<file path="config.mk">
export PLATFORM = sky130hd
export DESIGN_NAME = link_frame_receiver_flat
export DESIGN_NICKNAME = d
export VERILOG_FILES = /design/src/rtl/lfr_pkg.sv /design/src/rtl/lfr_stream_if.sv /design/src/rtl/lfr_cfg.sv /design/src/rtl/lfr_core.sv /design/src/rtl/link_frame_receiver.sv /design/src/flat_wrapper.sv
export SDC_FILE = /design/constraint.sdc
export NUM_CORES = 1
export LEC_CHECK = 0
export ABC_AREA = 1
export ABC_CLOCK_PERIOD_IN_PS = 2000
export BUFFER_PORTS_ARGS = -buffer_cell sky130_fd_sc_hd__buf_2
export CAP_MARGIN = 20
export CORE_MARGIN = 2
export CORE_UTILIZATION = 40
export DETAILED_ROUTE_END_ITERATION = 12
export PLACE_DENSITY = 0.59
export SLEW_MARGIN = 20
export SYNTH_ARGS = -nofsm -noshare
export SYNTH_HDL_FRONTEND = slang
export SYNTH_SLANG_ARGS = --single-unit
export TNS_END_PERCENT = 10
</file>
<file path="constraint.sdc">
create_clock -name clk -period 2 [get_ports clk]
set_input_delay 0.3 -clock clk [delete_from_list [all_inputs] [get_ports clk]]
set_output_delay 0.3 -clock clk [all_outputs]
set_load 0.01 [all_outputs]
</file>
<file path="src/rtl/lfr_pkg.sv">
`timescale 1ns / 1ps

package lfr_pkg;

  // default payload limit (destuffed bytes, check byte included)
  localparam int unsigned MAX_PAYLOAD_DEF = 1024;

  localparam int unsigned CFG_INDEX_W = 3;
  localparam int unsigned CFG_DATA_W  = 8;

  // register indexes of the configuration port
  typedef enum logic [CFG_INDEX_W-1:0] {
    REG_FRAME_KIND       = 3'd0,
    REG_ROLE             = 3'd1,
    REG_SEQUENCE_PARITY  = 3'd2,
    REG_FLAG_BYTE        = 3'd3,
    REG_ESCAPE_BYTE      = 3'd4,
    REG_STUFF_MASK       = 3'd5,
    REG_SENDER_ADDRESS   = 3'd6,
    REG_RECEIVER_ADDRESS = 3'd7
  } cfg_reg_t;

  // control field codes
  localparam logic [7:0] CODE_SET = 8'h03;
  localparam logic [7:0] CODE_UA  = 8'h07;
  localparam logic [7:0] CODE_RR0 = 8'h05;
  localparam logic [7:0] CODE_RR1 = 8'h85;
  localparam logic [7:0] CODE_I0  = 8'h00;
  localparam logic [7:0] CODE_I1  = 8'h40;

  // register reset values
  localparam logic [1:0] RST_FRAME_KIND       = 2'd0;
  localparam logic [7:0] RST_FLAG_BYTE        = 8'h7E;
  localparam logic [7:0] RST_ESCAPE_BYTE      = 8'h7D;
  localparam logic [7:0] RST_STUFF_MASK       = 8'h20;
  localparam logic [7:0] RST_SENDER_ADDRESS   = 8'h03;
  localparam logic [7:0] RST_RECEIVER_ADDRESS = 8'h01;

  typedef enum logic [2:0] {
    ERR_NONE    = 3'd0,
    ERR_ADDRESS = 3'd1,
    ERR_CONTROL = 3'd2,
    ERR_HEADER  = 3'd3,
    ERR_CHECK   = 3'd4,
    ERR_ESCAPE  = 3'd5,
    ERR_LENGTH  = 3'd6
  } err_code_t;

  typedef enum logic [2:0] {
    ST_HUNT   = 3'd0,
    ST_FLAG   = 3'd1,
    ST_ADDR   = 3'd2,
    ST_CTRL   = 3'd3,
    ST_HDR_OK = 3'd4,
    ST_DATA   = 3'd5,
    ST_ESC    = 3'd6
  } hunt_state_t;

  typedef struct packed {
    logic [1:0] frame_kind;
    logic       role;
    logic       sequence_parity;
    logic [7:0] flag_byte;
    logic [7:0] escape_byte;
    logic [7:0] stuff_mask;
    logic [7:0] sender_address;
    logic [7:0] receiver_address;
  } cfg_t;

  typedef struct packed {
    logic [7:0] rx_byte;
  } rx_item_t;

  typedef struct packed {
    logic       data_valid;
    logic [7:0] data_byte;
    logic       frame_done;
    logic       frame_error;
    logic [2:0] error_kind;
  } res_item_t;

endpackage

</file>
<file path="src/rtl/lfr_stream_if.sv">
`timescale 1ns / 1ps

interface lfr_stream_if
  import lfr_pkg::*;
#(
  parameter type payload_t = rx_item_t
);
  logic     valid;
  logic     ready;
  payload_t payload;

  modport source (output valid, output payload, input ready);
  modport sink   (input valid, input payload, output ready);
endinterface

</file>
<file path="src/rtl/lfr_cfg.sv">
`timescale 1ns / 1ps

module lfr_cfg
  import lfr_pkg::*;
(
  input  logic                   clk,
  input  logic                   rst,
  input  logic                   cfg_we,
  input  logic [CFG_INDEX_W-1:0] cfg_index,
  input  logic [CFG_DATA_W-1:0]  cfg_data,
  output cfg_t                   cfg
);

  always_ff @(posedge clk) begin
    if (rst) begin
      cfg.frame_kind       <= RST_FRAME_KIND;
      cfg.role             <= 1'b0;
      cfg.sequence_parity  <= 1'b0;
      cfg.flag_byte        <= RST_FLAG_BYTE;
      cfg.escape_byte      <= RST_ESCAPE_BYTE;
      cfg.stuff_mask       <= RST_STUFF_MASK;
      cfg.sender_address   <= RST_SENDER_ADDRESS;
      cfg.receiver_address <= RST_RECEIVER_ADDRESS;
    end else if (cfg_we) begin
      case (cfg_index)
        REG_FRAME_KIND:       cfg.frame_kind       <= cfg_data[1:0];
        REG_ROLE:             cfg.role             <= cfg_data[0];
        REG_SEQUENCE_PARITY:  cfg.sequence_parity  <= cfg_data[0];
        REG_FLAG_BYTE:        cfg.flag_byte        <= cfg_data;
        REG_ESCAPE_BYTE:      cfg.escape_byte      <= cfg_data;
        REG_STUFF_MASK:       cfg.stuff_mask       <= cfg_data;
        REG_SENDER_ADDRESS:   cfg.sender_address   <= cfg_data;
        REG_RECEIVER_ADDRESS: cfg.receiver_address <= cfg_data;
        default: ;
      endcase
    end
  end

endmodule

</file>
<file path="src/rtl/lfr_core.sv">
`timescale 1ns / 1ps

module lfr_core
  import lfr_pkg::*;
#(
  parameter int unsigned MAX_PAYLOAD = MAX_PAYLOAD_DEF
)(
  input  logic       clk,
  input  logic       rst,
  input  logic       step,
  input  logic [7:0] rx_byte,
  input  cfg_t       cfg,
  output res_item_t  res
);

  localparam int unsigned CountW = $clog2(MAX_PAYLOAD + 1);
  localparam logic [CountW-1:0] CountMax = CountW'(MAX_PAYLOAD);
  localparam logic [CountW-1:0] CountMin = CountW'(2);

  hunt_state_t       state, state_next;
  logic [7:0]        held_byte, held_byte_next;
  logic              held_valid, held_valid_next;
  logic [7:0]        payload_xor, payload_xor_next;
  logic [CountW-1:0] payload_count, payload_count_next;

  logic       data_mode;
  logic [7:0] want_addr, want_ctrl;
  logic       take;
  logic [7:0] take_val;
  logic       emit;
  logic       done;
  err_code_t  err;

  assign data_mode = cfg.frame_kind[1];

  always_comb begin
    if (data_mode) begin
      want_addr = cfg.sender_address;
      want_ctrl = cfg.sequence_parity ? CODE_I1 : CODE_I0;
    end else if (cfg.frame_kind[0]) begin
      want_addr = cfg.receiver_address;
      want_ctrl = cfg.sequence_parity ? CODE_RR0 : CODE_RR1;
    end else if (cfg.role) begin
      want_addr = cfg.receiver_address;
      want_ctrl = CODE_UA;
    end else begin
      want_addr = cfg.sender_address;
      want_ctrl = CODE_SET;
    end
  end

  always_ff @(posedge clk) begin
    if (rst) begin
      state         <= ST_HUNT;
      held_byte     <= '0;
      held_valid    <= 1'b0;
      payload_xor   <= '0;
      payload_count <= '0;
    end else if (step) begin
      state         <= state_next;
      held_byte     <= held_byte_next;
      held_valid    <= held_valid_next;
      payload_xor   <= payload_xor_next;
      payload_count <= payload_count_next;
    end
  end

  always_comb begin
    state_next         = state;
    held_byte_next     = held_byte;
    held_valid_next    = held_valid;
    payload_xor_next   = payload_xor;
    payload_count_next = payload_count;
    take               = 1'b0;
    take_val           = rx_byte;
    emit               = 1'b0;
    done               = 1'b0;
    err                = ERR_NONE;

    case (state)
      ST_HUNT: begin
        if (rx_byte == cfg.flag_byte) state_next = ST_FLAG;
      end
      ST_FLAG: begin
        if (rx_byte == want_addr) state_next = ST_ADDR;
        else err = ERR_ADDRESS;
      end
      ST_ADDR: begin
        if (rx_byte == want_ctrl) state_next = ST_CTRL;
        else err = ERR_CONTROL;
      end
      ST_CTRL: begin
        if (rx_byte == (want_addr ^ want_ctrl)) begin
          held_byte_next     = '0;
          held_valid_next    = 1'b0;
          payload_xor_next   = '0;
          payload_count_next = '0;
          state_next         = data_mode ? ST_DATA : ST_HDR_OK;
        end else begin
          err = ERR_HEADER;
        end
      end
      ST_HDR_OK: begin
        if (rx_byte == cfg.flag_byte) done = 1'b1;
        else err = ERR_CHECK;
      end
      ST_DATA: begin
        if (!data_mode) begin
          // kind changed under a running frame: drop it quietly
          state_next         = ST_HUNT;
          held_byte_next     = '0;
          held_valid_next    = 1'b0;
          payload_xor_next   = '0;
          payload_count_next = '0;
        end else if (rx_byte == cfg.escape_byte) begin
          state_next = ST_ESC;
        end else if (rx_byte == cfg.flag_byte) begin
          if (payload_count < CountMin) err = ERR_LENGTH;
          else if (payload_xor != held_byte) err = ERR_CHECK;
          else done = 1'b1;
        end else begin
          take = 1'b1;
        end
      end
      ST_ESC: begin
        if (!data_mode) begin
          state_next         = ST_HUNT;
          held_byte_next     = '0;
          held_valid_next    = 1'b0;
          payload_xor_next   = '0;
          payload_count_next = '0;
        end else if (rx_byte == (cfg.flag_byte ^ cfg.stuff_mask)) begin
          state_next = ST_DATA;
          take       = 1'b1;
          take_val   = cfg.flag_byte;
        end else if (rx_byte == (cfg.escape_byte ^ cfg.stuff_mask)) begin
          state_next = ST_DATA;
          take       = 1'b1;
          take_val   = cfg.escape_byte;
        end else begin
          err = ERR_ESCAPE;
        end
      end
      default: begin
        state_next         = ST_HUNT;
        held_byte_next     = '0;
        held_valid_next    = 1'b0;
        payload_xor_next   = '0;
        payload_count_next = '0;
      end
    endcase

    // destuffed byte: the held one goes out, the new one is held back
    if (take) begin
      if (payload_count >= CountMax) begin
        err = ERR_LENGTH;
      end else begin
        payload_count_next = payload_count + CountW'(1);
        emit               = held_valid;
        if (held_valid) payload_xor_next = payload_xor ^ held_byte;
        held_byte_next     = take_val;
        held_valid_next    = 1'b1;
      end
    end

    if (err != ERR_NONE || done) begin
      state_next         = ST_HUNT;
      held_byte_next     = '0;
      held_valid_next    = 1'b0;
      payload_xor_next   = '0;
      payload_count_next = '0;
    end

    res.data_valid  = emit && (err == ERR_NONE);
    res.data_byte   = (emit && (err == ERR_NONE)) ? held_byte : 8'h00;
    res.frame_done  = done && (err == ERR_NONE);
    res.frame_error = (err != ERR_NONE);
    res.error_kind  = err;
  end

`ifndef SYNTHESIS
  a_hunt_quiet: assert property (@(posedge clk) disable iff (rst)
    step && state == ST_HUNT |-> !res.data_valid && !res.frame_done && !res.frame_error)
    else $error("result flagged while hunting for a flag");

  a_end_to_hunt: assert property (@(posedge clk) disable iff (rst)
    step && (res.frame_done || res.frame_error) |=> state == ST_HUNT && !held_valid)
    else $error("frame end did not return to hunting");

  a_emit_needs_held: assert property (@(posedge clk) disable iff (rst)
    step && res.data_valid |-> held_valid && (state == ST_DATA || state == ST_ESC))
    else $error("payload byte emitted without a held byte");

  a_count_bound: assert property (@(posedge clk) disable iff (rst)
    step && res.data_valid |=> payload_count <= CountMax && payload_count >= CountMin)
    else $error("payload count out of range after emitting");
`endif

endmodule

</file>
<file path="src/rtl/link_frame_receiver.sv">
// Link frame receiver: takes one received link byte per item on rx and returns exactly one
// result item per byte on tx. It hunts for flag, address, control and header check, then
// either a closing flag (connection or receive-ready frames) or, for information frames, a
// byte-stuffed payload, a check byte equal to the XOR of the payload, and a closing flag.
// Payload bytes leave one item late, so the check byte is never shown as data; frame_done or
// frame_error with error_kind marks the item that ends a frame. Throughput is one item per
// clock while tx is not stalled: each byte goes through an input register, a single pass
// of state update and destuffing, and a result register, so a result is offered on tx
// from the result register after its byte leaves the input register. The input register
// lets one more byte in while a result waits on tx. The user must write configuration
// through cfg_we, cfg_index and cfg_data only while the block holds no item, which it does
// not enforce; MAX_PAYLOAD bounds a frame's destuffed byte count, check byte included.
`timescale 1ns / 1ps

module link_frame_receiver
  import lfr_pkg::*;
#(
  parameter int unsigned MAX_PAYLOAD = MAX_PAYLOAD_DEF
)(
  input  logic                   clk,
  input  logic                   rst,
  input  logic                   cfg_we,
  input  logic [CFG_INDEX_W-1:0] cfg_index,
  input  logic [CFG_DATA_W-1:0]  cfg_data,
  lfr_stream_if.sink             rx,
  lfr_stream_if.source           tx
);

  cfg_t       cfg;
  res_item_t  res;

  // input register
  logic       in_valid;
  logic [7:0] in_byte;

  // result register
  logic       out_valid;
  res_item_t  out_item;

  // the held item moves on once the result register is free or being drained
  logic       advance;

  assign advance  = in_valid && (!out_valid || tx.ready);
  assign rx.ready = !in_valid || advance;

  always_ff @(posedge clk) begin
    if (rst) begin
      in_valid <= 1'b0;
    end else if (rx.valid && rx.ready) begin
      in_valid <= 1'b1;
    end else if (advance) begin
      in_valid <= 1'b0;
    end
  end

  // payload, no reset needed
  always_ff @(posedge clk) begin
    if (rx.valid && rx.ready) begin
      in_byte <= rx.payload.rx_byte;
    end
  end

  lfr_cfg u_cfg (
    .clk       (clk),
    .rst       (rst),
    .cfg_we    (cfg_we),
    .cfg_index (cfg_index),
    .cfg_data  (cfg_data),
    .cfg       (cfg)
  );

  // deframer state and destuffing, stepped once per item
  lfr_core #(
    .MAX_PAYLOAD (MAX_PAYLOAD)
  ) u_core (
    .clk     (clk),
    .rst     (rst),
    .step    (advance),
    .rx_byte (in_byte),
    .cfg     (cfg),
    .res     (res)
  );

  always_ff @(posedge clk) begin
    if (rst) begin
      out_valid <= 1'b0;
    end else if (advance) begin
      out_valid <= 1'b1;
    end else if (tx.ready) begin
      out_valid <= 1'b0;
    end
  end

  always_ff @(posedge clk) begin
    if (advance) begin
      out_item <= res;
    end
  end

  assign tx.valid   = out_valid;
  assign tx.payload = out_item;

endmodule

</file>
<file path="src/flat_wrapper.sv">
// flat-port wrapper written by rule: the top's interface ports become plain ports
module link_frame_receiver_flat import lfr_pkg::*;
#(
  parameter int unsigned MAX_PAYLOAD = MAX_PAYLOAD_DEF
)
  (clk, rst, cfg_we, cfg_index, cfg_data, rx_valid, rx_payload, rx_ready, tx_valid, tx_payload, tx_ready);
  lfr_stream_if #(.payload_t(rx_item_t)) rx_i ();
  lfr_stream_if #(.payload_t(res_item_t)) tx_i ();
  input  logic clk;
  input  logic rst;
  input  logic cfg_we;
  input  logic [CFG_INDEX_W-1:0] cfg_index;
  input  logic [CFG_DATA_W-1:0] cfg_data;
  input wire logic [$bits(rx_i.valid)-1:0] rx_valid;
  input wire logic [$bits(rx_i.payload)-1:0] rx_payload;
  output wire logic [$bits(rx_i.ready)-1:0] rx_ready;
  output wire logic [$bits(tx_i.valid)-1:0] tx_valid;
  output wire logic [$bits(tx_i.payload)-1:0] tx_payload;
  input wire logic [$bits(tx_i.ready)-1:0] tx_ready;
  assign rx_i.valid = rx_valid;
  assign rx_i.payload = rx_payload;
  assign rx_ready = rx_i.ready;
  assign tx_valid = tx_i.valid;
  assign tx_payload = tx_i.payload;
  assign tx_i.ready = tx_ready;
  link_frame_receiver #(.MAX_PAYLOAD(MAX_PAYLOAD)) u_core (.clk(clk), .rst(rst), .cfg_we(cfg_we), .cfg_index(cfg_index), .cfg_data(cfg_data), .rx(rx_i), .tx(tx_i));
endmodule
</file>
; ---- Word level (Yosys, flattened, before mapping)
; Cells that the tools add are included.
[totals]
regBits = 99
in_bits = 24
word_cells = 166
[op_classes]
n_addsub = 1
order_cmp = 2
eq_ne = 28
muxes = 84
bitwise = 4
n_reduce_logical = 26
[op_table]
columns = operator, n
row1 = 8-bit two-way mux, 21
row2 = 3-bit two-way mux, 22
row3 = 8-bit equality test, 7
row4 = 11-bit two-way mux, 5
row5 = 8-bit case mux with 3 select lines, 2
row6 = 11-bit case mux with 3 select lines, 1
row7 = 8-bit bitwise XOR, 4
row8 = 1-bit two-way mux, 25
row9 = 3-bit equality test (second input constant), 7
row10 = 3-bit case mux with 7 select lines, 1
row11 = 3-bit case mux with 6 select lines, 1
row12 = 2-bit AND reduction, 8
row13 = 3-bit by 2-bit equality test with 1-bit output (second input constant), 4
row14 = 3-bit inequality test (second input constant), 4
row15 = 11-bit by 1-bit adder with 11-bit output (second input constant), 1
row16 = 11-bit greater-or-equal comparator (second input constant), 1
row17 = 11-bit by 2-bit < comparator with 1-bit output (second input constant), 1
row18 = 3-bit logical NOT, 3
row19 = 8-bit inequality test, 1
row20 = 8-bit AND reduction, 1
row21 = 7-bit two-way mux, 1
row22 = 3-bit by 1-bit equality test with 1-bit output (second input constant), 2
row23 = 5-bit inequality test (second input constant), 1
row24 = 1-bit logical AND, 4
row25 = 11 further kinds, 17

; ---- Depth between registers and ports, before layout
; Gate-level depths: netlist (run 1).
[depth]
word_depth = 13
mapped_depth = 21
mapped_depth_nobuf = 19

; ---- Cells and area by module
; A second synthesis (run 1) with hierarchy kept.
[hier_totals]
hier_cells = 957
hier_area_um2 = 6089.6
[by_module_without_submodules]
columns = module, instances, cells_each, area_per_inst_um2, seq_area_each_um2
row1 = lfr_core, 1, 679, 3604.7, 620.6
row2 = lfr_cfg, 1, 244, 1732.9, 880.8
row3 = link_frame_receiver, 1, 34, 752.0, 700.7

; ---- Least setup slack after synthesis (run 1)
; OpenSTA, ideal clock, no wires.
[synth_path]
kind = register -> register
from = register u_core.in_byte[5]
to = register u_core.u_core.payload_xor[6]
t_arrival_ns = 2.052
t_required_ns = 1.927
path_slack_ns = -0.124
path_stages_with_launch = 17
cell_sequence = edfxtp_1 -> inv_1 -> nand2_1 -> nand2_1 -> nand2_1 -> nand2_1 -> nand2_1 -> nor2_1 -> nand2_1 -> nand3_1 -> nand2_1 -> nor2_4 -> nand2_2 -> buf_1 -> o22ai_1 -> nand2_1 -> a21oi_2
[synth_between]
elab_chain_len = 10
word_cells_on_any_way = 40
cone_classes = eq/ne: 7 / mux: 31 / reduce/logical: 2
[synth_rtl]
columns = element, line
row1 = from (decl), link_frame_receiver.sv:34  ; logic [7:0] in_byte;
row2 = from (signal assigned), link_frame_receiver.sv:59  ; in_byte <= rx.payload.rx_byte;
row3 = "8-bit equality test, on equally long branches", "lfr_core.sv:136, lfr_core.sv:104, lfr_core.sv:117"
row4 = "3-bit two-way mux, on equally long branches", "lfr_core.sv:136, lfr_core.sv:117"
row5 = "3-bit two-way mux, on equally long branches", "lfr_core.sv:132, lfr_core.sv:115"
row6 = "3-bit two-way mux, on equally long branches", "lfr_core.sv:126, lfr_core.sv:108"
row7 = 3-bit case mux with 6 select lines, lfr_core.sv:80  ; case (state)
row8 = 3-bit two-way mux, lfr_core.sv:155  ; if (payload_count >= CountMax) begin
row9 = 3-bit two-way mux, lfr_core.sv:154  ; if (take) begin
row10 = 3-bit nonzero test, lfr_core.sv:166  ; if (err != ERR_NONE || done) begin
row11 = 1-bit logical OR, lfr_core.sv:166
row12 = 8-bit two-way mux *, lfr_core.sv:166
row13 = to (signal assigned), lfr_core.sv:63  ; payload_xor <= payload_xor_next;
row14 = to (decl), lfr_core.sv:23  ; logic [7:0] payload_xor, payload_xor_next;
; Mark *: on every way between the ends. The rest lies on a longest branch, timed or not.
; A chain may end at the register's enable or synchronous reset.

; ---- Worst setup path after layout (run 1)
[layout_path]
from = register u_core.in_byte[0]
to = register u_core.u_core.held_byte[0]
[layout_between]
elab_chain_len = 10
word_cells_on_any_way = 43
cone_classes = eq/ne: 7 / mux: 34 / reduce/logical: 2
[layout_rtl]
columns = element, line
row1 = "8-bit equality test, on equally long branches", "lfr_core.sv:136, lfr_core.sv:104, lfr_core.sv:117"
row2 = "3-bit two-way mux, on equally long branches", "lfr_core.sv:136, lfr_core.sv:117"
row3 = "3-bit two-way mux, on equally long branches", "lfr_core.sv:132, lfr_core.sv:115"
row4 = "3-bit two-way mux, on equally long branches", "lfr_core.sv:126, lfr_core.sv:108"
row5 = 3-bit case mux with 6 select lines, lfr_core.sv:80
row6 = 3-bit two-way mux, lfr_core.sv:155
row7 = 3-bit two-way mux, lfr_core.sv:154
row8 = 3-bit nonzero test, lfr_core.sv:166
row9 = 1-bit logical OR, lfr_core.sv:166
row10 = 8-bit two-way mux *, lfr_core.sv:166
row11 = to (signal assigned), lfr_core.sv:61  ; held_byte <= held_byte_next;
row12 = to (decl), lfr_core.sv:21  ; logic [7:0] held_byte, held_byte_next;
; Marks and branches as above.

==> results of run 1 <==
-- per-layer routing --
layer / share of wire (%) / up-vias / global-route usage [%]
li1: - / 3288 / -
met4: 1.6 / 0 / 7.24
met2: 46 / 101 / 36.1
met3: 2.9 / 18 / 2.89
met1: 50 / 2879 / 32.0
met5: 0 / - / 0
-- power groups by stage --
| stage | Clock (mW) | Sequential [mW] | Combinational, mW |
|---|---|---|---|
| after floorplan | 0 | 2.34 | 1.64 |
| after global placement | 0 | 2.32 | 2.61 |
| after detailed placement | 0 | 2.32 | 2.60 |
| after CTS | 1.83 | 2.27 | 2.94 |
| after global routing | 1.90 | 2.29 | 3.47 |
| final | 1.78 | 2.27 | 3.16 |
-- synthesized netlist by cell type (all sizes together) --
cell,n
a21oi,56
and3,1
buf,8
clkbuf,25
dfxtp,77
edfxtp,22
ha,1
inv,98
nand2,282
nand3,96
nand3b,2
nand4,7
nor2,106
nor3,4
nor4,1
o211ai,21
o21ai,79
o22ai,3
or2,2
xnor2,10
xor2,7
-- flip-flops by register name (all words and copies together) (netlist names) --
signal,count
u_core.u_cfg.cfg,44
u_core.tx.payload,14
u_core.u_core.payload_count,11
u_core.in_byte,8
u_core.u_core.held_byte,8
u_core.u_core.payload_xor,8
u_core.u_core.state,3
u_core.in_valid,1
u_core.tx.valid,1
u_core.u_core.held_valid,1
-- final timing paths --
check	slack [ns]	endpoint	startpoint
worst max-delay path	-0.38	u_core.u_core.held_byte[0]$_SDFFE_PP0P_	u_core.in_byte[0]$_DFFE_PP_
worst min-delay path	0.12	u_core.in_byte[2]$_DFFE_PP_	rx_payload[2]
worst max register to register	-0.38	u_core.u_core.held_byte[0]$_SDFFE_PP0P_	u_core.in_byte[0]$_DFFE_PP_
worst min register to register	0.48	u_core.u_cfg.cfg[5]$_SDFFE_PP0P_	u_core.u_cfg.cfg[5]$_SDFFE_PP0P_
-- timing repair --
action | 4_1_cts | 5_1_grt
buffers inserted | 19 | 6
setup endpoints to repair | 43 | 44
cloned | 2 | 1
pin swaps | 22 | 10
gates resized for setup | 34 | 38
-- logic make-up after synthesis --
kind of cell,after synthesis,share of synthesized area [%]
DFF,99,36.8
xor gates and xnor gates,17,2.49
adders and majority gates,1,0.209
buffers and inverters,131,9.12
and+or+nand+nor,501,36.5
AOI/OAI and AO/OA,159,14.9
-- layout make-up --
type / count / area share, %
clock inverters: 6 / 0.810
repair inverters: 3 / 0.238
clock buffers: 10 / 2.90
multi-input cells: 678 / 43.1
inverters: 98 / 4.92
well taps: 184 / 2.92
repair buffers: 181 / 17.1
flip-flops and latches: 99 / 28.0
-- metrics by stage --
| step | cells | instance area [um^2] | hold WS (ns) | utilization, % |
|---|---|---|---|---|
| 2_1_floorplan | 908 | 6010 | 0.369 | - |
| 3_3_place_gp | 1215 | 7180 | 0.457 | 49.2 |
| 3_5_place_dp | 1215 | 7180 | 0.460 | 49.2 |
| 4_1_cts | 1252 | 7710 | 0.108 | 52.9 |
| 5_1_grt | 1259 | 7880 | 0.112 | 54.0 |
| 6_report | 1259 | 7880 | 0.115 | 54.0 |
==> results.toml, run 1 <==
[floorplan]
row_count = 44
die-area_um2 = 15900
core_area_um2 = 14600
die_h_um = 126
start_util_pct = 41.0
die_w_um = 126
ios = 40

[cells_and_area]
layout_common_cells = "251 x nand2_1, 132 x buf_4, 91 x nor2_1"
syn_to_final_growth_pct = 31.9
regArea_um2 = 2210
fillers = 1437
drive_above_1_share_pct = 26.9
layout_commonest_cell = "nand2_1"
multiInputGateArea_um2 = 3400
n_antenna_cell = 0
final_nets = 1095

[global_route]
grtUsageTotal_pct = 22.7
grt_start_max_net_pins = 46
grt_pass1_wl_mm = 29.2
antenna_found_initial = 0
globalRouteOverflowTotal = 0
grt_pass1_vias = 5926

[placed_design]
place_congestion = 0.900
port_buffers = 39
dp_hpwl_mm = 12.6
dp_worst_setup_slack_ns = -0.411

[critical_path]
endpoint_kind = "flip-flop"
path_cells = "inv_2, buf_4, buf_4, buf_4, buf_4, buf_4, buf_4, buf_4, buf_4, buf_4, buf_4, nand2_1, nand2_1, nand2_1, nand3_1, nor2_1, nor2_1, nor2_1"
cp-start-kind = "flip-flop"
cp.buffers_inverters = 11
arrival_ns = 2.68
cpPeakStageDelay_ns = 0.54
cpLargestDelayFamily = "buffers and inverters"
reg2reg_depth = 18
critPathRequiredTime_ns = 2.30
cp_max_fo = 6
slowest_stage = "edfxtp_1"
criticalPathCategory = "flip-flop to flip-flop"
path_common_cell = "buf_4"
cp_num_cells = 18

[power]
p_int_mw = 4.51
clockPowerShare_pct = 24.7
p_per_area_nw_per_um2 = 916
worst_ir_drop_vdd_uv = 653
seq_power_share_pct = 31.5
total_power_mw = 7.22
power.switching_mw = 2.71
p_leak_nw = 3.71
p_sw_share_pct = 37.6
pwr-share-comb_pct = 43.8

[clock_tree]
clk_pin_slew_ns = 0.07
cts.path.max_buffers = 2
cts_sinks = 99
cts_max_level = 3
cts_tree = "yes"
cts_root_buf = "clkbuf_16"
cts_buffers = 9
clock_latency_ns = 0.36
cts_hold_buf = 0

[timing]
rsz0062_at_grt = "true"
finalCritPeriodShare_pct = 119
fin_crit_ns = 2.38
setup_tns_ns = -11.79
fin_ws_ns = -0.384
skew_ns = 0.00642
hold_viol_final = 0
max_freq_mhz = 420
worst_pin_slew_ns = 0.480
finalSetupViolCount = 42
slew_headroom_pct = 68.0
final_max_slew_viol_count = 0

[detailed_routing]
drt_iter0_markers = 290
ant_nets = 0
wl_per_cell_um = 13.9
vias = 6286
routed_wl_mm = 17.5
viasPerCell = 4.99
first_pass_iters = 5
drc = 0

[yosys]
yosysTopAreaCellShare_pct = 25.8
synthesis.instances = 908
synth_warnings = 0
syn-cell-area_um2 = 5980
ys_seq_area_share_pct = 36.8
synth_seq_cells = 99
synth_fp_nets = 933
ys_top_cells_by_area = "dfxtp_1 26%, nand2_1 17%, edfxtp_1 11%, nand3_1 7.4%, o21ai_0 6.6%"
post_synth.cell_area_avg_um2 = 6.58
synth_top_area_cell = "dfxtp_1"
synth_cell_types = 37

[flow_run]
maxCapViolations = 0

[status]
violations = "setup timing"
outcome = "complete, but fails checks"

[worst_hold_path]
hold_depth = 1
hold_path.class = "input port to flip-flop"
No activity file was read; power rests on OpenSTA's default activity.
==> run 2: changes to the inputs <==
Settings changed: PLACE_DENSITY 0.59 to unset, PLACE_DENSITY_LB_ADDON set to 0.3.
==> run 2 against run 1 <==
Net effect:
- the run still ends with setup timing left
- clock-buffer cell count fell by 1
- hold slack got worse by 0.0056 ns
- first-iteration DRC count rose by 55%
- clock skew rose by 0.0061 ns
- sequential share of layout area fell by 0.92 points
- critical path depth did not move
- die area did not move
==> results.toml, run 2 (same netlist as run 1, synthesis figures left out) <==
[power]
p_per_area_nw_per_um2 = 876
p_leak_nw = 3.80
total_power_mw = 7.13
worst_ir_drop_vdd_uv = 646

[timing]
finalCritPeriodShare_pct = 117
hold_viol_final = 0
hold_ws_ns = 0.109
worst_pin_slew_ns = 0.487
skew_ns = 0.0126
setup_tns_ns = -10.70
finalSetupViolCount = 42
rsz0062_at_grt = "true"
final_max_slew_viol_count = 0
fin_crit_ns = 2.33
slew_headroom_pct = 67.2
fin_ws_ns = -0.335
max_freq_mhz = 428

[cells_and_area]
n_antenna_cell = 0
fin_cells = 1265
top_register = "u_core.u_cfg.cfg"
final_core_util_pct = 55.8
largest_reg_flops = 44
final_nets = 1101
final_area_um2 = 8140
layout_common_cells = "234 x nand2_1, 131 x buf_4, 85 x nor2_1"
syn_to_final_growth_pct = 36.2
drive_above_1_share_pct = 30.2
layout_commonest_cell = "nand2_1"

[floorplan]
core_area_um2 = 14600
die-area_um2 = 15900
start_util_pct = 41.0
die_w_um = 126
die_h_um = 126
row_count = 44
ios = 40

[global_route]
grt_pass1_wl_mm = 27.9
grt_pass1_vias = 5793
grtUsageTotal_pct = 21.6
grt_start_max_net_pins = 52
globalRouteOverflowTotal = 0
antenna_found_initial = 0

[worst_hold_path]
hold_path.class = "input port to flip-flop"

[critical_path]
critPathRequiredTime_ns = 2.26
endpoint_kind = "flip-flop"
cp-start-kind = "flip-flop"
arrival_ns = 2.59
cp_max_fo = 6
criticalPathCategory = "flip-flop to flip-flop"

[clock_tree]
clock_latency_ns = 0.36
cts_tree = "yes"
cts_root_buf = "clkbuf_16"
cts_sinks = 99
cts.path.max_buffers = 2
cts_hold_buf = 0
cts_buffers = 9
cts_max_level = 3
clk_pin_slew_ns = 0.08

[detailed_routing]
viasPerCell = 5.00
wl_per_cell_um = 13.8
vias = 6328
first_pass_iters = 4
drc = 0
drt_iter0_markers = 449
ant_nets = 0
routed_wl_mm = 17.4

[placed_design]
place_area_um2 = 7250
port_buffers = 39
dp_hpwl_mm = 12.4
dp_cells = 1224
place_congestion = 0.910
dp_worst_setup_slack_ns = -0.452

[flow_run]
maxCapViolations = 0

[status]
violations = "setup timing"
outcome = "complete, but fails checks"
run 2: path summary, 6_finish.rpt:
kind	startpoint	to	slack, ns	cells after the start
max reg2reg	u_core.in_byte[6]$_DFFE_PP_	u_core.u_core.held_byte[2]$_SDFFE_PP0P_	-0.33	18
max	u_core.in_byte[6]$_DFFE_PP_	u_core.u_core.held_byte[2]$_SDFFE_PP0P_	-0.33	18
min	rx_payload[5]	u_core.in_byte[5]$_DFFE_PP_	0.11	1
min reg2reg	u_core.u_cfg.cfg[5]$_SDFFE_PP0P_	u_core.u_cfg.cfg[5]$_SDFFE_PP0P_	0.47	2
run 2: layer usage:
metal	global-route usage, %	vias up	wire, um
li1	-	3286	-
met1	29.4	2869	8450
met2	34.3	141	7870
met3	3.31	32	636
met4	9.24	0	487
met5	0	-	0
run 2: layout make-up:
| cell class | instances | area (um^2) |
|---|---|---|
| Timing Repair Buffer | 188 | 1430 |
| Multi-Input combinational cell | 678 | 3550 |
| Inverter | 98 | 395 |
| Clock buffer | 9 | 225 |
| Sequential cell | 99 | 2200 |
| Tap cell | 184 | 230 |
| Fill cell | 1372 | 6450 |
| Timing Repair inverter | 2 | 12.5 |
| Clock inverter | 7 | 96.3 |
run 2: report_power, final:
group	switching [mW]	internal (mW)
Clock	0.846	1.11
Sequential	0.0822	2.20
Combinational	1.72	1.18
run 2: repair_timing:
item	4_1_cts	5_1_grt
hold endpoints to repair	0	0
resized for setup	48	76
setup endpoints to repair	44	44
setup buffers	9	14
pin swaps	4	32
cloned	0	2
run 2: worst max-delay path, stage by stage (launching register included):
cell,delay [ns]
edfxtp_1,0.44
buf_6,0.17
nand2_4,0.08
nand3_1,0.09
nand2_1,0.09
nand2_1,0.06
nor2_2,0.14
nand2_2,0.10
buf_4,0.14
nand3_2,0.07
nand2_2,0.07
nor2_4,0.14
buf_4,0.16
buf_4,0.14
nand2_1,0.07
nand3_1,0.09
nor2_1,0.05
nor2_1,0.09
nor2_1,0.04
==> run 3: changes to the inputs <==
Settings changed: ABC_AREA 1 to unset.
==> run 3 against run 2 <==
Net effect:
- the flow still finishes with violations (setup timing)
- final area is 2.3% lower
- sequential cell count stayed put
- hold slack better by 0.0080 ns
- clock power is 12% lower
- critical path type unchanged
- synthesized cell count is 31% lower
==> results.toml, run 3 <==
[yosys]
synth_warnings = 0
synthesis.instances = 624
post_synth.cell_area_avg_um2 = 9.38
syn-cell-area_um2 = 5850
synth-main-ff-cell = "dfxtp_1"
ys_seq_area_share_pct = 37.6
synthArstFlopShare_pct = 0
synth_top_area_cell = "dfxtp_1"
synth_cell_types = 79
synth_seq_cells = 99
synth_fp_nets = 649
synth-edff-count = 22
ys_top_cells_by_area = "dfxtp_1 26%, edfxtp_1 11%, xnor2_1 4.6%, xnor3_1 4.6%, mux2i_1 4.3%"
yosysMostFrequentCell = "dfxtp_1"
yosysTopAreaCellShare_pct = 26.3
synth_common_cells = "77 x dfxtp_1, 64 x nand2_1, 39 x nor2_1, 31 x a21oi_1, 31 x xnor2_1"

[detailed_routing]
first_pass_iters = 4
wl_per_cell_um = 17.6
routed_wl_mm = 17.1
drc = 0
viasPerCell = 5.65
ant_nets = 0
drt_iter0_markers = 328
vias = 5484

[global_route]
antenna_found_initial = 0
grt_pass1_vias = 5438
grt_pass1_wl_mm = 26.9
globalRouteOverflowTotal = 0
grtUsageTotal_pct = 21.4
grt_start_max_net_pins = 43

[clock_tree]
clock_latency_ns = 0.35
cts_root_buf = "clkbuf_16"
cts_hold_buf = 0
cts_max_level = 3
cts.path.max_buffers = 2
cts_sinks = 99
cts_tree = "yes"
cts_buffers = 9
clk_pin_slew_ns = 0.07

[power]
p_per_area_nw_per_um2 = 568
p_sw_share_pct = 25.2
p_int_mw = 3.38
pwr-share-comb_pct = 14.9
total_power_mw = 4.52
worst_ir_drop_vdd_uv = 756
clockPowerShare_pct = 37.9
seq_power_share_pct = 47.2
p_leak_nw = 3.34
power.switching_mw = 1.14

[timing]
hold_viol_final = 0
finalCritPeriodShare_pct = 135
rsz0062_at_grt = "true"
finalSetupViolCount = 44
max_freq_mhz = 370
fin_crit_ns = 2.70
final_max_slew_viol_count = 0
skew_ns = 0.00704
fin_ws_ns = -0.703
worst_pin_slew_ns = 0.554
slew_headroom_pct = 62.9

[floorplan]
start_util_pct = 40.6
die_w_um = 125
die-area_um2 = 15600
ios = 40
core_area_um2 = 14400
row_count = 44
die_h_um = 125

[worst_hold_path]
hold_depth = 1
hold_path.class = "input port to flip-flop"

[critical_path]
cp-start-kind = "flip-flop"
cp_max_fo = 7
critPathRequiredTime_ns = 2.25
criticalPathCategory = "flip-flop to flip-flop"
endpoint_kind = "flip-flop"
arrival_ns = 2.95
reg2reg_depth = 10
rrSetupSlack_ns = -0.70

[placed_design]
dp_hpwl_mm = 12.1
port_buffers = 39
place_congestion = 0.914

[cells_and_area]
syn_to_final_growth_pct = 35.9
largest_reg_flops = 44
final_nets = 806
top_register = "u_core.u_cfg.cfg"
layout_common_cells = "115 x buf_4, 74 x dfxtp_1, 62 x nand2_1"
n_antenna_cell = 0
drive_above_1_share_pct = 35.5
final_core_util_pct = 55.1
layout_commonest_cell = "buf_4"

[flow_run]
maxCapViolations = 0

[status]
outcome = "complete, but fails checks"
violations = "setup timing"
run 3: cell count changes in the layout (fill, tap and decap cells not counted), moves of 18 or more:
cell	change
nand4_1	+19
nand2_1	-172
nand3_1	-78
mux2i_1	+21
o21ai_0	-48
buf_6	+18
nor2_1	-49
nor2b_1	+20
inv_1	-78
nand2_2	-31
run 3: routing by layer:
| metal | wire length, um | track usage, % |
|---|---|---|
| met1 | 7470 | 26.0 |
| met2 | 8340 | 37.2 |
| met3 | 825 | 5.35 |
| met4 | 462 | 6.93 |
| met5 | 0 | 0 |
run 3: worst max-delay path: stages (launching register included):
cell and delay (ns):
dfxtp_4 0.36, buf_6 0.12, or4b_4 0.54, o211ai_4 0.10, xor2_2 0.16, o21ai_2 0.08, buf_6 0.13, o41a_1 0.57
nand2_4 0.18, o211ai_1 0.11, a32o_1 0.23
run 3: cell type report:
class	instances	area, um^2
timing repair buffer	188	1470
inverter	7	26.3
sequential	99	2210
multi-input combinational	476	3720
clock inverter	7	66.3
clock buffer	9	225
tap	184	230
fill	1288	6470
run 3: power by group through the flow:
stage	clock, mW	combinational (mW)	sequential (mW)
floorplan	0	0.352	2.17
global placement	0	0.552	2.18
detailed placement	0	0.567	2.18
CTS	1.76	0.614	2.13
global route	1.84	0.718	2.14
finish	1.71	0.674	2.13
run 3: timing repair:
action,in CTS,in global routing
gates resized for setup,36,63
pin swaps,32,49
cloned,2,0
buffers inserted,16,13
setup endpoints to repair,44,45
run 3: worst paths after layout:
check                                                        from                                         to
worst max-delay path            u_core.u_cfg.cfg[43]$_SDFFE_PP0P_  u_core.u_core.payload_xor[0]$_SDFFE_PP0P_
worst max register to register  u_core.u_cfg.cfg[43]$_SDFFE_PP0P_  u_core.u_core.payload_xor[0]$_SDFFE_PP0P_
worst min register to register   u_core.u_cfg.cfg[3]$_SDFFE_PP0P_           u_core.u_cfg.cfg[3]$_SDFFE_PP0P_
worst min-delay path                                rx_payload[3]                u_core.in_byte[3]$_DFFE_PP_
run 3: cells by family (layout without fill, tap and decap cells):
group                    Yosys count  count (layout)  synth area share [%]
AO/OA/AOI/OAI                    145             145                  18.2
AND/OR/NAND/NOR                  242             243                  23.0
flip-flops                        99              99                  37.6
adder cells (fa/ha/maj)            1               1                 0.214
multiplexers                      27              27                  4.66
buffers and inverters             50             211                  4.28
XOR/XNOR                          60              60                  11.9
run 3: metrics by stage:
| step | setup TNS, ns | area [um^2] | setup slack (ns) | std cells | hold WS [ns] |
|---|---|---|---|---|---|
| floorplan | -11.07 | 5880 | -0.382 | 624 | 0.399 |
| global placement | -23.04 | 7010 | -0.759 | 925 | 0.451 |
| detailed placement | -25.33 | 7010 | -0.757 | 925 | 0.459 |
| CTS | -25.06 | 7570 | -0.698 | 959 | 0.106 |
| global route | -28.68 | 7950 | -0.811 | 970 | 0.107 |
| finish | -24.19 | 7950 | -0.703 | 970 | 0.117 |
